<file path="config.mk">
export PLATFORM = sky130hd
export DESIGN_NAME = servo_command_frame_builder_unit
export DESIGN_NICKNAME = d
export VERILOG_FILES = /design/src/scfb_pkg.sv /design/src/scfb_div.sv /design/src/scfb_front.sv /design/src/scfb_queue.sv /design/src/scfb_back.sv /design/src/servo_command_frame_builder_unit.sv
export SDC_FILE = /design/constraint.sdc
export NUM_CORES = 1
export LEC_CHECK = 0
export ABC_AREA = 1
export BUFFER_PORTS_ARGS = -buffer_cell sky130_fd_sc_hd__clkbuf_2
export CAP_MARGIN = 20
export CORE_MARGIN = 4
export CORE_UTILIZATION = 61
export CTS_CLUSTER_DIAMETER = 40
export DETAILED_ROUTE_END_ITERATION = 16
export GPL_TIMING_DRIVEN = 0
export MAX_ROUTING_LAYER = met4
export PLACE_DENSITY_LB_ADDON = 0.3
export SLEW_MARGIN = 20
export SYNTH_ARGS = -nofsm -noshare
export SYNTH_HDL_FRONTEND = slang
export SYNTH_SLANG_ARGS = --single-unit
</file>
<file path="constraint.sdc">
create_clock -name i_clk -period 7.3 [get_ports i_clk]
set_input_delay 0.73 -clock i_clk [delete_from_list [all_inputs] [get_ports i_clk]]
set_output_delay 0.73 -clock i_clk [all_outputs]
set_load 0.02 [all_outputs]
</file>
<file path="src/scfb_pkg.sv">
// ---------------------------------------------------------------------------
// scfb_pkg: shared types and constants for the servo command frame builder
// Frame descriptor, request and configuration types, command codes.
// ---------------------------------------------------------------------------
`default_nettype none

package scfb_pkg;

    // Frame bytes
    localparam logic [7:0] HDR_BYTE      = 8'hFF;
    localparam logic [7:0] BCAST_ID      = 8'hFE;
    localparam logic [7:0] CS_MASK       = 8'hFE;
    localparam logic [7:0] CMD_IJOG      = 8'h05;
    localparam logic [7:0] CMD_RAM_WRITE = 8'h03;
    localparam logic [7:0] CMD_RAM_READ  = 8'h04;
    localparam logic [7:0] JOG_SET       = 8'h04;
    localparam logic [7:0] ADDR_TORQUE   = 8'd52;
    localparam logic [7:0] ADDR_STATUS   = 8'd48;
    localparam logic [11:0] PLAY_MAX_MS  = 12'd2500;

    // Frame sizes and data lengths
    localparam logic [7:0] SIZE_JOG    = 8'd12;
    localparam logic [7:0] SIZE_TORQUE = 8'd10;
    localparam logic [7:0] SIZE_CLEAR  = 8'd11;
    localparam logic [7:0] SIZE_READ   = 8'd9;
    localparam logic [2:0] ND_JOG      = 3'd5;
    localparam logic [2:0] ND_TORQUE   = 3'd3;
    localparam logic [2:0] ND_CLEAR    = 3'd4;
    localparam logic [2:0] ND_READ     = 3'd2;

    // Shared divider geometry
    localparam int DIV_NW = 20;
    localparam int DIV_DW = 10;
    localparam int DIV_CW = $clog2(DIV_NW);

    localparam int QUEUE_DEPTH_DEF = 4;

    localparam int PADDR_W = 5;

    // Configuration register reset values
    localparam logic [9:0] MIN_TICKS_RST = 10'd100;
    localparam logic [9:0] MAX_TICKS_RST = 10'd900;
    localparam logic [9:0] ANGLE_RST     = 10'd150;
    localparam logic [9:0] TC_RST        = 10'd112;
    localparam logic [7:0] MODE_ON_RST   = 8'h60;

    typedef enum logic [2:0] {
        REG_MIN_TICKS = 3'd0,
        REG_MAX_TICKS = 3'd1,
        REG_ANGLE     = 3'd2,
        REG_TC        = 3'd3,
        REG_MODE_ON   = 3'd4
    } t_reg_idx;

    typedef enum logic [1:0] {
        REQ_JOG    = 2'd0,
        REQ_TORQUE = 2'd1,
        REQ_CLEAR  = 2'd2,
        REQ_READ   = 2'd3
    } t_req_type;

    typedef struct packed {
        logic [9:0] min_ticks;
        logic [9:0] max_ticks;
        logic [9:0] angle_range;
        logic [9:0] time_constant_tenths;
        logic [7:0] mode_on;
    } t_cfg;

    typedef struct packed {
        logic [1:0]  req_type;
        logic        arm;
        logic [15:0] target_position;
        logic [15:0] play_time_ms;
        logic [7:0]  left_mode;
        logic [7:0]  right_mode;
        logic [7:0]  servo_id;
        logic [7:0]  ram_address;
        logic [1:0]  read_length;
    } t_req;

    // One frame as handed from front end to serializer
    typedef struct packed {
        logic [7:0]      size;
        logic [7:0]      id;
        logic [7:0]      cmd;
        logic [7:0]      cs;
        logic [2:0]      nd;
        logic [4:0][7:0] data;
        logic            fin;
    } t_frame;

endpackage

`default_nettype wire

</file>
<file path="src/scfb_div.sv">
// ---------------------------------------------------------------------------
// scfb_div: restoring divider, one quotient bit per cycle
// Unsigned DIV_NW-bit dividend by DIV_DW-bit divisor.
// ---------------------------------------------------------------------------
`default_nettype none

module scfb_div
    import scfb_pkg::*;
(
    input  wire logic              i_clk,
    input  wire logic              i_rst_n,
    input  wire logic              i_start,
    input  wire logic [DIV_NW-1:0] i_dividend,
    input  wire logic [DIV_DW-1:0] i_divisor,
    output logic                   o_done,
    output logic [DIV_NW-1:0]      o_quot
);

    logic              r_busy;
    logic              r_done;
    logic [DIV_CW-1:0] r_cnt;
    logic [DIV_DW-1:0] r_rem;
    logic [DIV_NW-1:0] r_quot;
    logic [DIV_DW-1:0] r_div;

    logic [DIV_DW:0]   rem_sh;
    logic [DIV_DW:0]   rem_diff;
    logic              n_bit;
    logic [DIV_DW-1:0] n_rem;

    always_comb begin
        rem_sh   = {r_rem, r_quot[DIV_NW-1]};
        rem_diff = rem_sh - {1'b0, r_div};
        n_bit    = (rem_sh >= {1'b0, r_div});
        n_rem    = n_bit ? rem_diff[DIV_DW-1:0] : rem_sh[DIV_DW-1:0];
    end

    always_ff @(posedge i_clk) begin
        if (!i_rst_n) begin
            r_busy <= 1'b0;
            r_done <= 1'b0;
            r_cnt  <= '0;
        end else if (i_start) begin
            r_busy <= 1'b1;
            r_done <= 1'b0;
            r_cnt  <= '0;
            r_rem  <= '0;
            r_quot <= i_dividend;
            r_div  <= i_divisor;
        end else if (r_busy) begin
            r_rem  <= n_rem;
            r_quot <= {r_quot[DIV_NW-2:0], n_bit};
            if (r_cnt == DIV_CW'(DIV_NW - 1)) begin
                r_busy <= 1'b0;
                r_done <= 1'b1;
            end else begin
                r_cnt <= r_cnt + 1'b1;
            end
        end
    end

    assign o_done = r_done;
    assign o_quot = r_quot;

endmodule

`default_nettype wire

</file>
<file path="src/scfb_front.sv">
// ---------------------------------------------------------------------------
// scfb_front: request decoder and frame planner
// Accepts requests, keeps arm state, works out jog ticks and play time,
// and pushes frame descriptors into the queue.
// ---------------------------------------------------------------------------
`default_nettype none

module scfb_front
    import scfb_pkg::*;
(
    input  wire logic   i_clk,
    input  wire logic   i_rst_n,
    input  wire t_cfg   i_cfg,
    input  wire logic   i_req_valid,
    output logic        o_req_ready,
    input  wire t_req   i_req,
    output logic        o_push_valid,
    input  wire logic   i_push_ready,
    output t_frame      o_push_frame
);

    typedef enum logic [2:0] {
        S_IDLE,
        S_MUL,
        S_START,
        S_DIV,
        S_PUSH,
        S_PUSH2
    } t_state;

    t_state      r_state;
    logic [1:0]  r_type;
    logic        r_arm;
    logic [9:0]  r_pos;
    logic [11:0] r_ms;
    logic [7:0]  r_ml;
    logic [7:0]  r_mr;
    logic [7:0]  r_sid;
    logic [7:0]  r_addr;
    logic [1:0]  r_rlen;
    logic        r_neg;
    logic [9:0]  r_abs_span;
    logic [DIV_NW-1:0] r_prod;
    logic [14:0] r_play_num;

    logic [7:0]  r_arm_mode [2];
    logic [9:0]  r_last     [2];
    logic        r_lvalid   [2];

    logic        accept;
    logic [9:0]  pos_in;
    logic        jog_go;
    logic        div_start;
    logic        tick_done;
    logic        play_done;
    logic [DIV_NW-1:0] tick_q;
    logic [DIV_NW-1:0] play_q;
    logic [9:0]  q_mag;
    logic [9:0]  q_signed;
    logic [9:0]  ticks;
    logic [7:0]  play;
    logic [7:0]  t_mode;
    t_frame      frame;

    assign o_req_ready = (r_state == S_IDLE);
    assign accept      = i_req_valid && o_req_ready;
    assign div_start   = (r_state == S_START);

    always_comb begin
        pos_in = (i_req.target_position > {6'd0, i_cfg.angle_range}) ?
                 i_cfg.angle_range : i_req.target_position[9:0];
        jog_go = (r_arm_mode[i_req.arm] == i_cfg.mode_on) &&
                 !(r_lvalid[i_req.arm] && (r_last[i_req.arm] == pos_in));
    end

    scfb_div u_div_tick (
        .i_clk      (i_clk),
        .i_rst_n    (i_rst_n),
        .i_start    (div_start),
        .i_dividend (r_prod),
        .i_divisor  (i_cfg.angle_range),
        .o_done     (tick_done),
        .o_quot     (tick_q)
    );

    scfb_div u_div_play (
        .i_clk      (i_clk),
        .i_rst_n    (i_rst_n),
        .i_start    (div_start),
        .i_dividend ({{(DIV_NW - 15){1'b0}}, r_play_num}),
        .i_divisor  (i_cfg.time_constant_tenths),
        .o_done     (play_done),
        .o_quot     (play_q)
    );

    always_ff @(posedge i_clk) begin
        if (!i_rst_n) begin
            r_state     <= S_IDLE;
            r_arm_mode[0] <= '0;
            r_arm_mode[1] <= '0;
            r_last[0]   <= '0;
            r_last[1]   <= '0;
            r_lvalid[0] <= 1'b0;
            r_lvalid[1] <= 1'b0;
        end else begin
            case (r_state)
                S_IDLE: begin
                    if (accept) begin
                        r_type <= i_req.req_type;
                        r_arm  <= i_req.arm;
                        r_pos  <= pos_in;
                        r_ms   <= (i_req.play_time_ms > {4'd0, PLAY_MAX_MS}) ?
                                  PLAY_MAX_MS : i_req.play_time_ms[11:0];
                        r_ml   <= i_req.left_mode;
                        r_mr   <= i_req.right_mode;
                        r_sid  <= i_req.servo_id;
                        r_addr <= i_req.ram_address;
                        r_rlen <= i_req.read_length;
                        r_neg  <= (i_cfg.min_ticks > i_cfg.max_ticks);
                        r_abs_span <= (i_cfg.max_ticks >= i_cfg.min_ticks) ?
                                      (i_cfg.max_ticks - i_cfg.min_ticks) :
                                      (i_cfg.min_ticks - i_cfg.max_ticks);
                        case (i_req.req_type)
                            REQ_JOG: begin
                                // drop the request when the arm is off or the target is unchanged
                                if (jog_go) begin
                                    r_last[i_req.arm]   <= pos_in;
                                    r_lvalid[i_req.arm] <= 1'b1;
                                    r_state <= S_MUL;
                                end
                            end
                            REQ_TORQUE: begin
                                r_arm_mode[0] <= i_req.left_mode;
                                r_arm_mode[1] <= i_req.right_mode;
                                if (i_req.left_mode != i_cfg.mode_on) begin
                                    r_lvalid[0] <= 1'b0;
                                end
                                if (i_req.right_mode != i_cfg.mode_on) begin
                                    r_lvalid[1] <= 1'b0;
                                end
                                r_state <= S_PUSH;
                            end
                            default: begin
                                r_state <= S_PUSH;
                            end
                        endcase
                    end
                end
                S_MUL: begin
                    r_prod     <= DIV_NW'(r_abs_span) * DIV_NW'(r_pos);
                    r_play_num <= 15'(r_ms) * 15'd10;
                    r_state    <= S_START;
                end
                S_START: begin
                    r_state <= S_DIV;
                end
                S_DIV: begin
                    if (tick_done && play_done) begin
                        r_state <= S_PUSH;
                    end
                end
                S_PUSH: begin
                    if (i_push_ready) begin
                        if ((r_type == REQ_TORQUE) && (r_ml != r_mr)) begin
                            r_state <= S_PUSH2;
                        end else begin
                            r_state <= S_IDLE;
                        end
                    end
                end
                S_PUSH2: begin
                    if (i_push_ready) begin
                        r_state <= S_IDLE;
                    end
                end
                default: begin
                    r_state <= S_IDLE;
                end
            endcase
        end
    end

    // Jog payload: signed quotient truncates toward zero, so negate the magnitude
    always_comb begin
        q_mag    = (i_cfg.angle_range == '0) ? 10'd0 : tick_q[9:0];
        q_signed = r_neg ? (10'd0 - q_mag) : q_mag;
        ticks    = r_arm ? (i_cfg.max_ticks - q_signed) : (i_cfg.min_ticks + q_signed);
        if ((i_cfg.time_constant_tenths == '0) || (play_q > DIV_NW'(255))) begin
            play = 8'hFF;
        end else begin
            play = play_q[7:0];
        end
        t_mode = (r_state == S_PUSH2) ? r_mr : r_ml;
    end

    always_comb begin
        frame      = '0;
        frame.data = '0;
        case (r_type)
            REQ_JOG: begin
                frame.size    = SIZE_JOG;
                frame.id      = {7'd0, r_arm};
                frame.cmd     = CMD_IJOG;
                frame.nd      = ND_JOG;
                frame.data[0] = ticks[7:0];
                frame.data[1] = {6'd0, ticks[9:8]};
                frame.data[2] = JOG_SET;
                frame.data[3] = {7'd0, r_arm};
                frame.data[4] = play;
                frame.fin     = 1'b1;
            end
            REQ_TORQUE: begin
                frame.size    = SIZE_TORQUE;
                frame.cmd     = CMD_RAM_WRITE;
                frame.nd      = ND_TORQUE;
                frame.data[0] = ADDR_TORQUE;
                frame.data[1] = 8'd1;
                frame.data[2] = t_mode;
                if (r_state == S_PUSH2) begin
                    frame.id  = 8'd1;
                    frame.fin = 1'b1;
                end else if (r_ml == r_mr) begin
                    frame.id  = BCAST_ID;
                    frame.fin = 1'b1;
                end else begin
                    frame.id  = 8'd0;
                    frame.fin = 1'b0;
                end
            end
            REQ_CLEAR: begin
                frame.size    = SIZE_CLEAR;
                frame.id      = r_sid;
                frame.cmd     = CMD_RAM_WRITE;
                frame.nd      = ND_CLEAR;
                frame.data[0] = ADDR_STATUS;
                frame.data[1] = 8'd2;
                frame.fin     = 1'b1;
            end
            default: begin
                frame.size    = SIZE_READ;
                frame.id      = r_sid;
                frame.cmd     = CMD_RAM_READ;
                frame.nd      = ND_READ;
                frame.data[0] = r_addr;
                frame.data[1] = {6'd0, r_rlen};
                frame.fin     = 1'b1;
            end
        endcase
        // unused data bytes are zero, so they drop out of the XOR
        frame.cs = (frame.size ^ frame.id ^ frame.cmd ^ frame.data[0] ^ frame.data[1] ^
                    frame.data[2] ^ frame.data[3] ^ frame.data[4]) & CS_MASK;
    end

    assign o_push_valid = (r_state == S_PUSH) || (r_state == S_PUSH2);
    assign o_push_frame = frame;

endmodule

`default_nettype wire

</file>
<file path="src/scfb_queue.sv">
// ---------------------------------------------------------------------------
// scfb_queue: frame descriptor FIFO
// Short queue between the frame planner and the byte serializer.
// ---------------------------------------------------------------------------
`default_nettype none

module scfb_queue
    import scfb_pkg::*;
#(
    parameter int DEPTH = QUEUE_DEPTH_DEF
) (
    input  wire logic   i_clk,
    input  wire logic   i_rst_n,
    input  wire logic   i_push_valid,
    output logic        o_push_ready,
    input  wire t_frame i_push_frame,
    output logic        o_pop_valid,
    input  wire logic   i_pop_ready,
    output t_frame      o_pop_frame
);

    localparam int PW = (DEPTH > 1) ? $clog2(DEPTH) : 1;
    localparam int CW = $clog2(DEPTH + 1);

    t_frame        r_mem [DEPTH];
    logic [PW-1:0] r_wr_ptr;
    logic [PW-1:0] r_rd_ptr;
    logic [CW-1:0] r_count;

    logic do_push;
    logic do_pop;

    assign o_push_ready = (r_count != CW'(DEPTH));
    assign o_pop_valid  = (r_count != '0);
    assign do_push      = i_push_valid && o_push_ready;
    assign do_pop       = i_pop_ready && o_pop_valid;
    assign o_pop_frame  = r_mem[r_rd_ptr];

    always_ff @(posedge i_clk) begin
        if (do_push) begin
            r_mem[r_wr_ptr] <= i_push_frame;
        end
    end

    always_ff @(posedge i_clk) begin
        if (!i_rst_n) begin
            r_wr_ptr <= '0;
            r_rd_ptr <= '0;
            r_count  <= '0;
        end else begin
            if (do_push) begin
                r_wr_ptr <= (r_wr_ptr == PW'(DEPTH - 1)) ? '0 : r_wr_ptr + 1'b1;
            end
            if (do_pop) begin
                r_rd_ptr <= (r_rd_ptr == PW'(DEPTH - 1)) ? '0 : r_rd_ptr + 1'b1;
            end
            case ({do_push, do_pop})
                2'b10:   r_count <= r_count + 1'b1;
                2'b01:   r_count <= r_count - 1'b1;
                default: r_count <= r_count;
            endcase
        end
    end

endmodule

`default_nettype wire

</file>
<file path="src/scfb_back.sv">
// ---------------------------------------------------------------------------
// scfb_back: frame byte serializer
// Pops one frame descriptor and sends its bytes through an output register.
// ---------------------------------------------------------------------------
`default_nettype none

module scfb_back
    import scfb_pkg::*;
(
    input  wire logic   i_clk,
    input  wire logic   i_rst_n,
    input  wire logic   i_pop_valid,
    output logic        o_pop_ready,
    input  wire t_frame i_pop_frame,
    output logic        o_valid,
    input  wire logic   i_ready,
    output logic [7:0]  o_byte,
    output logic        o_first,
    output logic        o_last
);

    t_frame     r_frame;
    logic       r_busy;
    logic [3:0] r_idx;
    logic       r_valid;
    logic [7:0] r_byte;
    logic       r_first;
    logic       r_last;

    logic       slot_free;
    logic       emit;
    logic [3:0] last_idx;
    logic [7:0] n_byte;

    assign o_pop_ready = !r_busy;
    assign slot_free   = !r_valid || i_ready;
    assign emit        = r_busy && slot_free;
    assign last_idx    = 4'd6 + {1'b0, r_frame.nd};

    always_comb begin
        case (r_idx)
            4'd0, 4'd1: n_byte = HDR_BYTE;
            4'd2:       n_byte = r_frame.size;
            4'd3:       n_byte = r_frame.id;
            4'd4:       n_byte = r_frame.cmd;
            4'd5:       n_byte = r_frame.cs;
            4'd6:       n_byte = ~r_frame.cs & CS_MASK;
            4'd7:       n_byte = r_frame.data[0];
            4'd8:       n_byte = r_frame.data[1];
            4'd9:       n_byte = r_frame.data[2];
            4'd10:      n_byte = r_frame.data[3];
            4'd11:      n_byte = r_frame.data[4];
            default:    n_byte = 8'h00;
        endcase
    end

    always_ff @(posedge i_clk) begin
        if (!i_rst_n) begin
            r_busy  <= 1'b0;
            r_idx   <= '0;
            r_valid <= 1'b0;
        end else begin
            if (!r_busy) begin
                if (i_pop_valid) begin
                    r_frame <= i_pop_frame;
                    r_busy  <= 1'b1;
                    r_idx   <= '0;
                end
            end else if (emit) begin
                if (r_idx == last_idx) begin
                    r_busy <= 1'b0;
                end else begin
                    r_idx <= r_idx + 1'b1;
                end
            end
            // advance the output register when it is empty or being taken
            if (slot_free) begin
                r_valid <= emit;
                if (emit) begin
                    r_byte  <= n_byte;
                    r_first <= (r_idx == 4'd0);
                    r_last  <= r_frame.fin && (r_idx == last_idx);
                end
            end
        end
    end

    assign o_valid = r_valid;
    assign o_byte  = r_byte;
    assign o_first = r_first;
    assign o_last  = r_last;

endmodule

`default_nettype wire

</file>
<file path="src/servo_command_frame_builder_unit.sv">
// ---------------------------------------------------------------------------
// servo_command_frame_builder_unit: servo command frame builder, top level
// Turns arm requests into FF FF size id cmd cs1 cs2 data frames, one byte
// per output beat, and holds the APB configuration registers.
// ---------------------------------------------------------------------------
// Each request on the input stream becomes zero, one or two command frames
// of 9 to 12 bytes, sent one byte per beat on the output stream; tuser marks
// the first header byte of every frame and tlast the final byte of the
// request. Each frame is loaded into the serializer and then sent byte by
// byte. A position jog first passes through the front end, where two 20-step
// shift-subtract dividers run side by side for the tick offset and the play
// time; a dropped jog (arm torque off or target unchanged) sends nothing. A
// four-deep frame queue lets the front end take the next request while
// earlier frames are still going out. Write the registers only while no
// request is outstanding.
// ---------------------------------------------------------------------------
`default_nettype none

module servo_command_frame_builder_unit
    import scfb_pkg::*;
#(
    parameter int QUEUE_DEPTH = QUEUE_DEPTH_DEF
) (
    input  wire logic               i_clk,
    input  wire logic               i_rst_n,
    // request stream
    input  wire logic               s_axis_tvalid,
    output logic                    s_axis_tready,
    // [0] arm, [16:1] target_position, [32:17] play_time_ms, [40:33] left_mode,
    // [48:41] right_mode, [56:49] servo_id, [64:57] ram_address,
    // [66:65] read_length, [71:67] zero
    input  wire logic [71:0]        s_axis_tdata,
    // [1:0] req_type
    input  wire logic [1:0]         s_axis_tuser,
    // frame byte stream
    output logic                    m_axis_tvalid,
    input  wire logic               m_axis_tready,
    // [7:0] tx_byte
    output logic [7:0]              m_axis_tdata,
    // [0] frame_first
    output logic                    m_axis_tuser,
    output logic                    m_axis_tlast,
    // configuration
    input  wire logic               psel,
    input  wire logic               penable,
    input  wire logic               pwrite,
    input  wire logic [PADDR_W-1:0] paddr,
    input  wire logic [31:0]        pwdata,
    output logic [31:0]             prdata,
    output logic                    pready
);

    t_cfg     r_cfg;
    t_req     req;
    t_reg_idx reg_idx;
    logic     cfg_wr;

    logic     push_valid;
    logic     push_ready;
    t_frame   push_frame;
    logic     pop_valid;
    logic     pop_ready;
    t_frame   pop_frame;

    assign pready  = 1'b1;
    assign cfg_wr  = psel && penable && pwrite && pready;
    assign reg_idx = t_reg_idx'(paddr[PADDR_W-1:2]);

    always_ff @(posedge i_clk) begin
        if (!i_rst_n) begin
            r_cfg.min_ticks            <= MIN_TICKS_RST;
            r_cfg.max_ticks            <= MAX_TICKS_RST;
            r_cfg.angle_range          <= ANGLE_RST;
            r_cfg.time_constant_tenths <= TC_RST;
            r_cfg.mode_on              <= MODE_ON_RST;
        end else if (cfg_wr) begin
            case (reg_idx)
                REG_MIN_TICKS: r_cfg.min_ticks            <= pwdata[9:0];
                REG_MAX_TICKS: r_cfg.max_ticks            <= pwdata[9:0];
                REG_ANGLE:     r_cfg.angle_range          <= pwdata[9:0];
                REG_TC:        r_cfg.time_constant_tenths <= pwdata[9:0];
                REG_MODE_ON:   r_cfg.mode_on              <= pwdata[7:0];
                default:       ;
            endcase
        end
    end

    always_comb begin
        case (reg_idx)
            REG_MIN_TICKS: prdata = {22'd0, r_cfg.min_ticks};
            REG_MAX_TICKS: prdata = {22'd0, r_cfg.max_ticks};
            REG_ANGLE:     prdata = {22'd0, r_cfg.angle_range};
            REG_TC:        prdata = {22'd0, r_cfg.time_constant_tenths};
            REG_MODE_ON:   prdata = {24'd0, r_cfg.mode_on};
            default:       prdata = 32'd0;
        endcase
    end

    always_comb begin
        req.req_type        = s_axis_tuser;
        req.arm             = s_axis_tdata[0];
        req.target_position = s_axis_tdata[16:1];
        req.play_time_ms    = s_axis_tdata[32:17];
        req.left_mode       = s_axis_tdata[40:33];
        req.right_mode      = s_axis_tdata[48:41];
        req.servo_id        = s_axis_tdata[56:49];
        req.ram_address     = s_axis_tdata[64:57];
        req.read_length     = s_axis_tdata[66:65];
    end

    scfb_front u_front (
        .i_clk        (i_clk),
        .i_rst_n      (i_rst_n),
        .i_cfg        (r_cfg),
        .i_req_valid  (s_axis_tvalid),
        .o_req_ready  (s_axis_tready),
        .i_req        (req),
        .o_push_valid (push_valid),
        .i_push_ready (push_ready),
        .o_push_frame (push_frame)
    );

    scfb_queue #(
        .DEPTH (QUEUE_DEPTH)
    ) u_queue (
        .i_clk        (i_clk),
        .i_rst_n      (i_rst_n),
        .i_push_valid (push_valid),
        .o_push_ready (push_ready),
        .i_push_frame (push_frame),
        .o_pop_valid  (pop_valid),
        .i_pop_ready  (pop_ready),
        .o_pop_frame  (pop_frame)
    );

    scfb_back u_back (
        .i_clk       (i_clk),
        .i_rst_n     (i_rst_n),
        .i_pop_valid (pop_valid),
        .o_pop_ready (pop_ready),
        .i_pop_frame (pop_frame),
        .o_valid     (m_axis_tvalid),
        .i_ready     (m_axis_tready),
        .o_byte      (m_axis_tdata),
        .o_first     (m_axis_tuser),
        .o_last      (m_axis_tlast)
    );

endmodule

`default_nettype wire

</file>
==> results of run 1 <==
-- cell usage after synthesis (6+ instances only) --
cell type / count
xor2_1: 72
buf_2: 8
edfxtp_1: 485
nand3_1: 72
a21oi_1: 142
a21o_1: 10
o21ai_0: 255
a221oi_1: 16
a211oi_1: 6
o211ai_1: 15
ha_1: 161
xnor2_1: 47
clkbuf_1: 92
nor3_1: 23
nand3b_1: 6
inv_2: 8
o21ai_1: 7
o22ai_1: 56
fa_1: 70
dfxtp_1: 80
nor4_1: 8
buf_4: 25
a31oi_1: 7
o221ai_1: 7
nand2_2: 16
inv_1: 397
nand2_1: 477
nor2_1: 285
or2_2: 17
nand4_1: 24
-- flip-flops by register name, summed over array words and instances (netlist names), 10 cells and up --
name,count
u_back.r_frame,51
u_front.r_prod,20
u_front.r_pos,10
u_front.r_abs_span,10
u_queue.r_mem,204
u_front.u_div_tick.r_rem,10
u_front.r_ms,12
r_cfg,48
u_front.u_div_tick.o_quot,20
u_front.r_last,20
u_front.u_div_play.o_quot,20
u_front.u_div_play.r_rem,10
u_front.u_div_play.r_div,10
u_front.r_arm_mode,16
u_front.r_play_num,14
u_front.u_div_tick.r_div,10
-- layout by cell type (no fill, tap or decap), types with 7 or more instances in the layout --
master | synthesis | layout
o22ai_1 | 56 | 56
ha_1 | 161 | 161
nor4_1 | 8 | 8
a21oi_1 | 142 | 140
nor2_4 | 1 | 8
buf_2 | 8 | 8
buf_16 | 0 | 11
o21ai_0 | 255 | 255
a31oi_1 | 7 | 7
xor2_1 | 72 | 72
buf_4 | 25 | 25
nor2_1 | 285 | 277
nand4_1 | 24 | 24
nand2_2 | 16 | 16
inv_2 | 8 | 8
nor3_1 | 23 | 23
nand3_1 | 72 | 72
dfxtp_1 | 80 | 80
clkbuf_16 | 0 | 75
edfxtp_1 | 485 | 485
inv_6 | 0 | 10
clkinv_1 | 4 | 7
clkbuf_2 | 1 | 111
conb_1 | 2 | 23
inv_8 | 0 | 9
clkbuf_1 | 92 | 96
inv_1 | 397 | 397
fa_1 | 70 | 70
bufinv_16 | 0 | 8
clkinv_2 | 0 | 8
o221ai_1 | 7 | 7
o211ai_1 | 15 | 15
a21o_1 | 10 | 10
o21ai_1 | 7 | 7
a221oi_1 | 16 | 16
nand2_1 | 477 | 477
or2_2 | 17 | 17
xnor2_1 | 47 | 47
-- worst max-delay path, stage by stage, from the launching register on --
cell	delay [ns]
edfxtp_1	0.33
clkbuf_1	0.47
nand2_1	0.16
fa_1	0.57
inv_1	0.05
fa_1	0.49
inv_1	0.05
fa_1	0.48
inv_1	0.05
fa_1	0.53
inv_1	0.05
fa_1	0.53
inv_1	0.04
ha_1	0.34
a21oi_1	0.14
o21ai_1	0.11
a21boi_1	0.23
o21ai_1	0.15
a21oi_1	0.23
nor2_1	0.07
nor2_1	0.09
nor2_1	0.05
nor2_1	0.10
xor2_1	0.25
-- layer usage --
| layer | up-vias | share of wire (%) |
|---|---|---|
| li1 | 10400 | - |
| met3 | 190 | 7.4 |
| met4 | 0 | 3.6 |
| met2 | 1081 | 50 |
| met1 | 10900 | 39 |
| met5 | - | 0 |
-- how the worst max path moves through the flow --
stage                                           to  slack, ns
after CTS                       u_front.r_prod[19]       1.59
after detailed placement        u_front.r_prod[19]       1.56
final                           u_front.r_prod[19]       1.58
after global placement    u_front.r_arm_mode[0][3]      -0.50
after floorplan           u_front.r_arm_mode[0][0]       2.18
after global routing            u_front.r_prod[19]       1.30
-- final cells by class --
type,instances,area [um^2],area share (%)
repair buffers,128,975,2.83
clock buffers,80,1910,5.53
flip-flops and latches,565,16200,47.0
multi-input cells,1871,11700,34.0
diodes,1,2.50,0.00727
plain buffers,129,612,1.78
clock inverters,58,767,2.23
well taps,615,769,2.24
inverters,409,1540,4.46
-- kinds of logic (layout without fill, tap and decap cells) --
| family | after synthesis | count (layout) | synth area share (%) |
|---|---|---|---|
| compound gates | 544 | 544 | 10.2 |
| xor+xnor | 119 | 119 | 3.49 |
| fa+ha+maj | 231 | 231 | 11.4 |
| buf+inv | 538 | 804 | 7.19 |
| flops | 565 | 565 | 54.2 |
| mux | 5 | 5 | 0.172 |
| other cells | 2 | 24 | 0.0252 |
| simple gates | 949 | 949 | 13.3 |
-- stage by stage --
| step | total power [uW] | utilization, % | hold slack, ns | setup TNS (ns) |
|---|---|---|---|---|
| after CTS | 14000 | 71.7 | 0.277 | 0 |
| after global placement | 9820 | 65.0 | 0.445 | -6.36 |
| after floorplan | 8550 | - | 0.430 | 0 |
| final | 14000 | 71.7 | 0.297 | 0 |
| after global routing | 14900 | 71.7 | 0.279 | 0 |
| after detailed placement | 10100 | 66.1 | 0.459 | 0 |
-- report_power, final --
part	internal, uW	switching, uW	leakage, uW	total, uW
Clock	2270	1540	0.00129	3810
Combinational	1940	3470	0.00832	5410
Sequential	4540	229	0.00510	4770
Total	8750	5240	0.0147	14000
==> impl_metrics.toml, run 1 <==
[status]
status = "completed"

[global_routing]
grt_pass1_wl_um = 122000
grt_pass1_vias = 22500
grt_max_degree = 32
use_met2_pct = 51.5
met1_usage_pct = 37.5
grt_overflow_total = 0
antenna_found_initial = 1
grt.busiest_layer = "met2"
gr-usage-all-layers_pct = 30.4
met3_usage_pct = 4.44

[synthesis]
synth_top_area_cell = "edfxtp_1"
syn_area_um2 = 29900
synth_edf_count = 485
synth_cells = 2953
yosys_warnings = 0
yosysTopAreaCellShare_pct = 48.8
syn_avg_cell_area_um2 = 10.1
synthFlopType = "edfxtp_1"
synthTopCellsByArea = "edfxtp_1 49%, ha_1 6.7%, nand2_1 6.0%"
ys_async_sr_fraction_pct = 0
yosysSeqAreaShare_pct = 54.2
synth_cell_types = 58
synth-seq-cells = 565

[critical_path]
worstReg2RegEnd = "u_front.r_prod[19]"
path_class = "register to register"
critPathRequiredTime_ns = 7.75
critPathLaunchType = "register"
timing.rr.start = "u_front.r_abs_span[5]"
rr_worst_depth = 23
critPathCaptureType = "register"
path_max_fanout = 10
cp_data_arrival_time_ns = 6.17
critPathLaunch = "u_front.r_abs_span[5]"
r2r_setup_slack_ns = 1.58

[placement]
place_area_um2 = 31800
port-buffer-count = 110
dp.cells = 3717
dp_hpwl_um = 58900
gp_congestion = 0.998
dp_slack_ns = 1.56

[timing]
finalCritPeriodShare_pct = 78.3
final.setup_skew_ns = 0.0484
layout_setup_ws_ns = 1.58
setup_viol_count_final = 0
worst_pin_slew_ns = 1.12
max_freq_ghz = 0.175
hold_viol = 0
rsz0062_at_grt = "false"
post-route-min-period_ns = 5.72
max_slew_margin_pct = 25.3
maxSlewViolCount = 0

[drt]
dr_total_vias = 22600
finalWirelength_um = 79300
drtPass1Iterations = 6
drt_iter0_drc = 2390
drt-wirelength-per-cell_um = 20.6
drtAntennaViolNets = 0
drc = 0
viasPerCell = 5.85

[floorplan]
fp.dieW_um = 229
start_util_pct = 62.1
ioPinCount = 163
dieHeight_um = 229
core-area_um2 = 48000
die-area_um2 = 52500
num_rows = 80

[layout]
final_nets = 3527
layout.cells.non_filler = 3856
fill_cells = 3265
syn2layout_area_growth_pct = 15.3
fin_area_um2 = 34400
layout-drive-gt1-share_pct = 11.2

[clock_tree]
cts_tree = "built"
cts.htree.levels = 3
clock-root-buffer = "clkbuf_16"
post_cts_buffers = 0
cts_inserted_buffers = 74
clockBufferDepth = 3
clk_latency_ns = 0.64
ctsHoldBuffers = 0
clock_sink_count = 565
clk_pin_slew_ns = 0.06
cts_resized = 0

[hold_path]
hp-class = "primary input to register"
whs_path_depth = 1
hp-start = "s_axis_tdata[58]"
holdPathEnd = "u_front.r_addr[1]"

[flow_run]
maxCapViolCount = 0

[power_and_ir_drop]
p_leak_uw = 0.0147
ir_worst_vdd_mv = 0.387
p_per_area_nw_per_um2 = 406
Power figures use the tool's default switching activity.
==> inputs of run 2 (changes only) <==
==> constraint.sdc (replaced) <==
create_clock -name i_clk -period 5.5 [get_ports i_clk]
set_input_delay 0.55 -clock i_clk [delete_from_list [all_inputs] [get_ports i_clk]]
set_output_delay 0.55 -clock i_clk [all_outputs]
set_load 0.02 [all_outputs]
==> run 2 against run 1 <==
  * Clock skew is 0.0043 ns lower
  * Critical path type unchanged
  * Setup slack lost 1.4 ns
  * Global-route usage is 0.078 points higher
  * Worst hold slack got worse by 0.18 ns
  * Sequential share of layout area decreased by 0.18 points
  * Routed wire length is 0.54% higher
  * Cell count is 0.18% higher
==> impl_metrics.toml, run 2 (synthesized netlist as in run 1, its figures left out) <==
[critical_path]
path_max_fanout = 6
critPathCaptureType = "register"
timing.rr.start = "u_front.r_pos[3]"
critPathRequiredTime_ns = 5.95
path_class = "register to register"
critPathLaunch = "u_front.r_pos[3]"
critPathLaunchType = "register"
cp_data_arrival_time_ns = 5.72

[global_routing]
gr-usage-all-layers_pct = 30.5
grt_max_degree = 32
grt_pass1_wl_um = 122000
grt_overflow_total = 0
antenna_found_initial = 1
grt_pass1_vias = 22500

[power_and_ir_drop]
p_leak_uw = 0.0148
fin_total_pwr_uw = 18700
ir_worst_vdd_mv = 0.598
p_per_area_nw_per_um2 = 541

[placement]
dp_hpwl_um = 58900
gp_congestion = 0.998
place_area_um2 = 31800
dp.cells = 3717
dp_slack_ns = -0.236
port-buffer-count = 110

[hold_path]
hp-start = "s_axis_tdata[55]"
hp-class = "primary input to register"

[clock_tree]
clock_sink_count = 565
cts_tree = "built"
cts.htree.levels = 3
clockBufferDepth = 3
clk_latency_ns = 0.64
cts_inserted_buffers = 74
clk_pin_slew_ns = 0.06
clock-root-buffer = "clkbuf_16"
ctsHoldBuffers = 0

[timing]
max_slew_margin_pct = 29.5
rsz0062_at_grt = "false"
post-route-min-period_ns = 5.27
maxSlewViolCount = 0
final.setup_skew_ns = 0.0440
max_freq_ghz = 0.190
layout_setup_ws_ns = 0.230
hold_viol = 0
setup_viol_count_final = 0
finalCritPeriodShare_pct = 95.8
worst_pin_slew_ns = 1.06

[layout]
layout-drive-gt1-share_pct = 12.1
layout.cells.non_filler = 3863
largest_register = "u_queue.r_mem"
syn2layout_area_growth_pct = 15.8
seq_area_um2 = 16200
fill_cells = 3243
multi_input_area_um2 = 11700
final_nets = 3534
fin_area_um2 = 34600
top_regs = "u_queue.r_mem (204), u_back.r_frame (51), r_cfg (48)"
largest_reg_flops = 204
most-common-layout-cells = "485 x edfxtp_1, 477 x nand2_1, 397 x inv_1"
layout_commonest_cell = "edfxtp_1"

[floorplan]
start_util_pct = 62.1
fp.dieW_um = 229
die-area_um2 = 52500
num_rows = 80
ioPinCount = 163
core-area_um2 = 48000
dieHeight_um = 229

[drt]
drt_iter0_drc = 2318
finalWirelength_um = 79700
drt-wirelength-per-cell_um = 20.6
dr_total_vias = 22600
drtPass1Iterations = 6
drc = 0
viasPerCell = 5.86
drtAntennaViolNets = 0

[status]
status = "completed"

[flow_run]
maxCapViolCount = 0
==> run 2: repair_timing <==
item                       CTS  global route
setup endpoints to repair    1             1
setup buffers                7            18
resized for setup            0             3
pin swaps                    0             0
==> run 2: metal layers <==
layer	up-vias	routed length [um]	GRT usage, %
li1	10400	-	-
met1	10900	31200	37.5
met2	1071	39800	51.7
met3	181	5800	4.54
met4	0	2910	11.3
met5	-	0	-
==> run 2: critical path, stage by stage (launching register included) <==
cell and delay (ns):
edfxtp_1 0.50, nand2_1 0.13, fa_1 0.55, inv_1 0.05, fa_1 0.46, ha_1 0.33, fa_1 0.54, inv_1 0.06
fa_1 0.53, inv_1 0.04, ha_1 0.34, a21o_1 0.18, a21oi_1 0.23, o21ai_1 0.15, a21boi_2 0.21, o21ai_2 0.11
a21oi_2 0.17, nor2_1 0.06, nor2_1 0.08, nor2_1 0.05, nor2_1 0.10, xor2_1 0.24
==> run 2: stage by stage <==
| step | setup TNS [ns] | utilization, % | hold WS [ns] |
|---|---|---|---|
| floorplan | 0 | - | 0.430 |
| global placement | -185.23 | 65.0 | 0.445 |
| detailed placement | -0.236 | 66.1 | 0.459 |
| CTS | 0 | 71.7 | 0.0971 |
| global route | 0 | 71.9 | 0.0995 |
| finish | 0 | 71.9 | 0.117 |
==> run 2: worst paths after layout <==
| kind | to | slack (ns) | cells after the start |
|---|---|---|---|
| setup reg to reg | u_front.r_prod[19] | 0.23 | 21 |
| hold reg to reg | u_front.u_div_tick.o_done | 0.48 | 2 |
| setup / recovery | u_front.r_prod[19] | 0.23 | 21 |
| hold / removal | u_front.r_sid[6] | 0.12 | 1 |
==> run 2: power by group <==
group | internal (uW) | switching [uW]
logic | 2620 | 4650
registers | 6030 | 332
clock network | 3010 | 2050
total | 11700 | 7030
==> run 2: layout make-up <==
class | count | share of cell area (%)
Buffer | 111 | 1.57
Tap cell | 615 | 2.23
Multi-Input combinational cell | 1871 | 33.9
Clock inverter | 58 | 2.22
Inverter | 409 | 4.44
Sequential cell | 565 | 46.8
Timing Repair Buffer | 153 | 3.36
Clock buffer | 80 | 5.51
Antenna cell | 1 | 0.00724
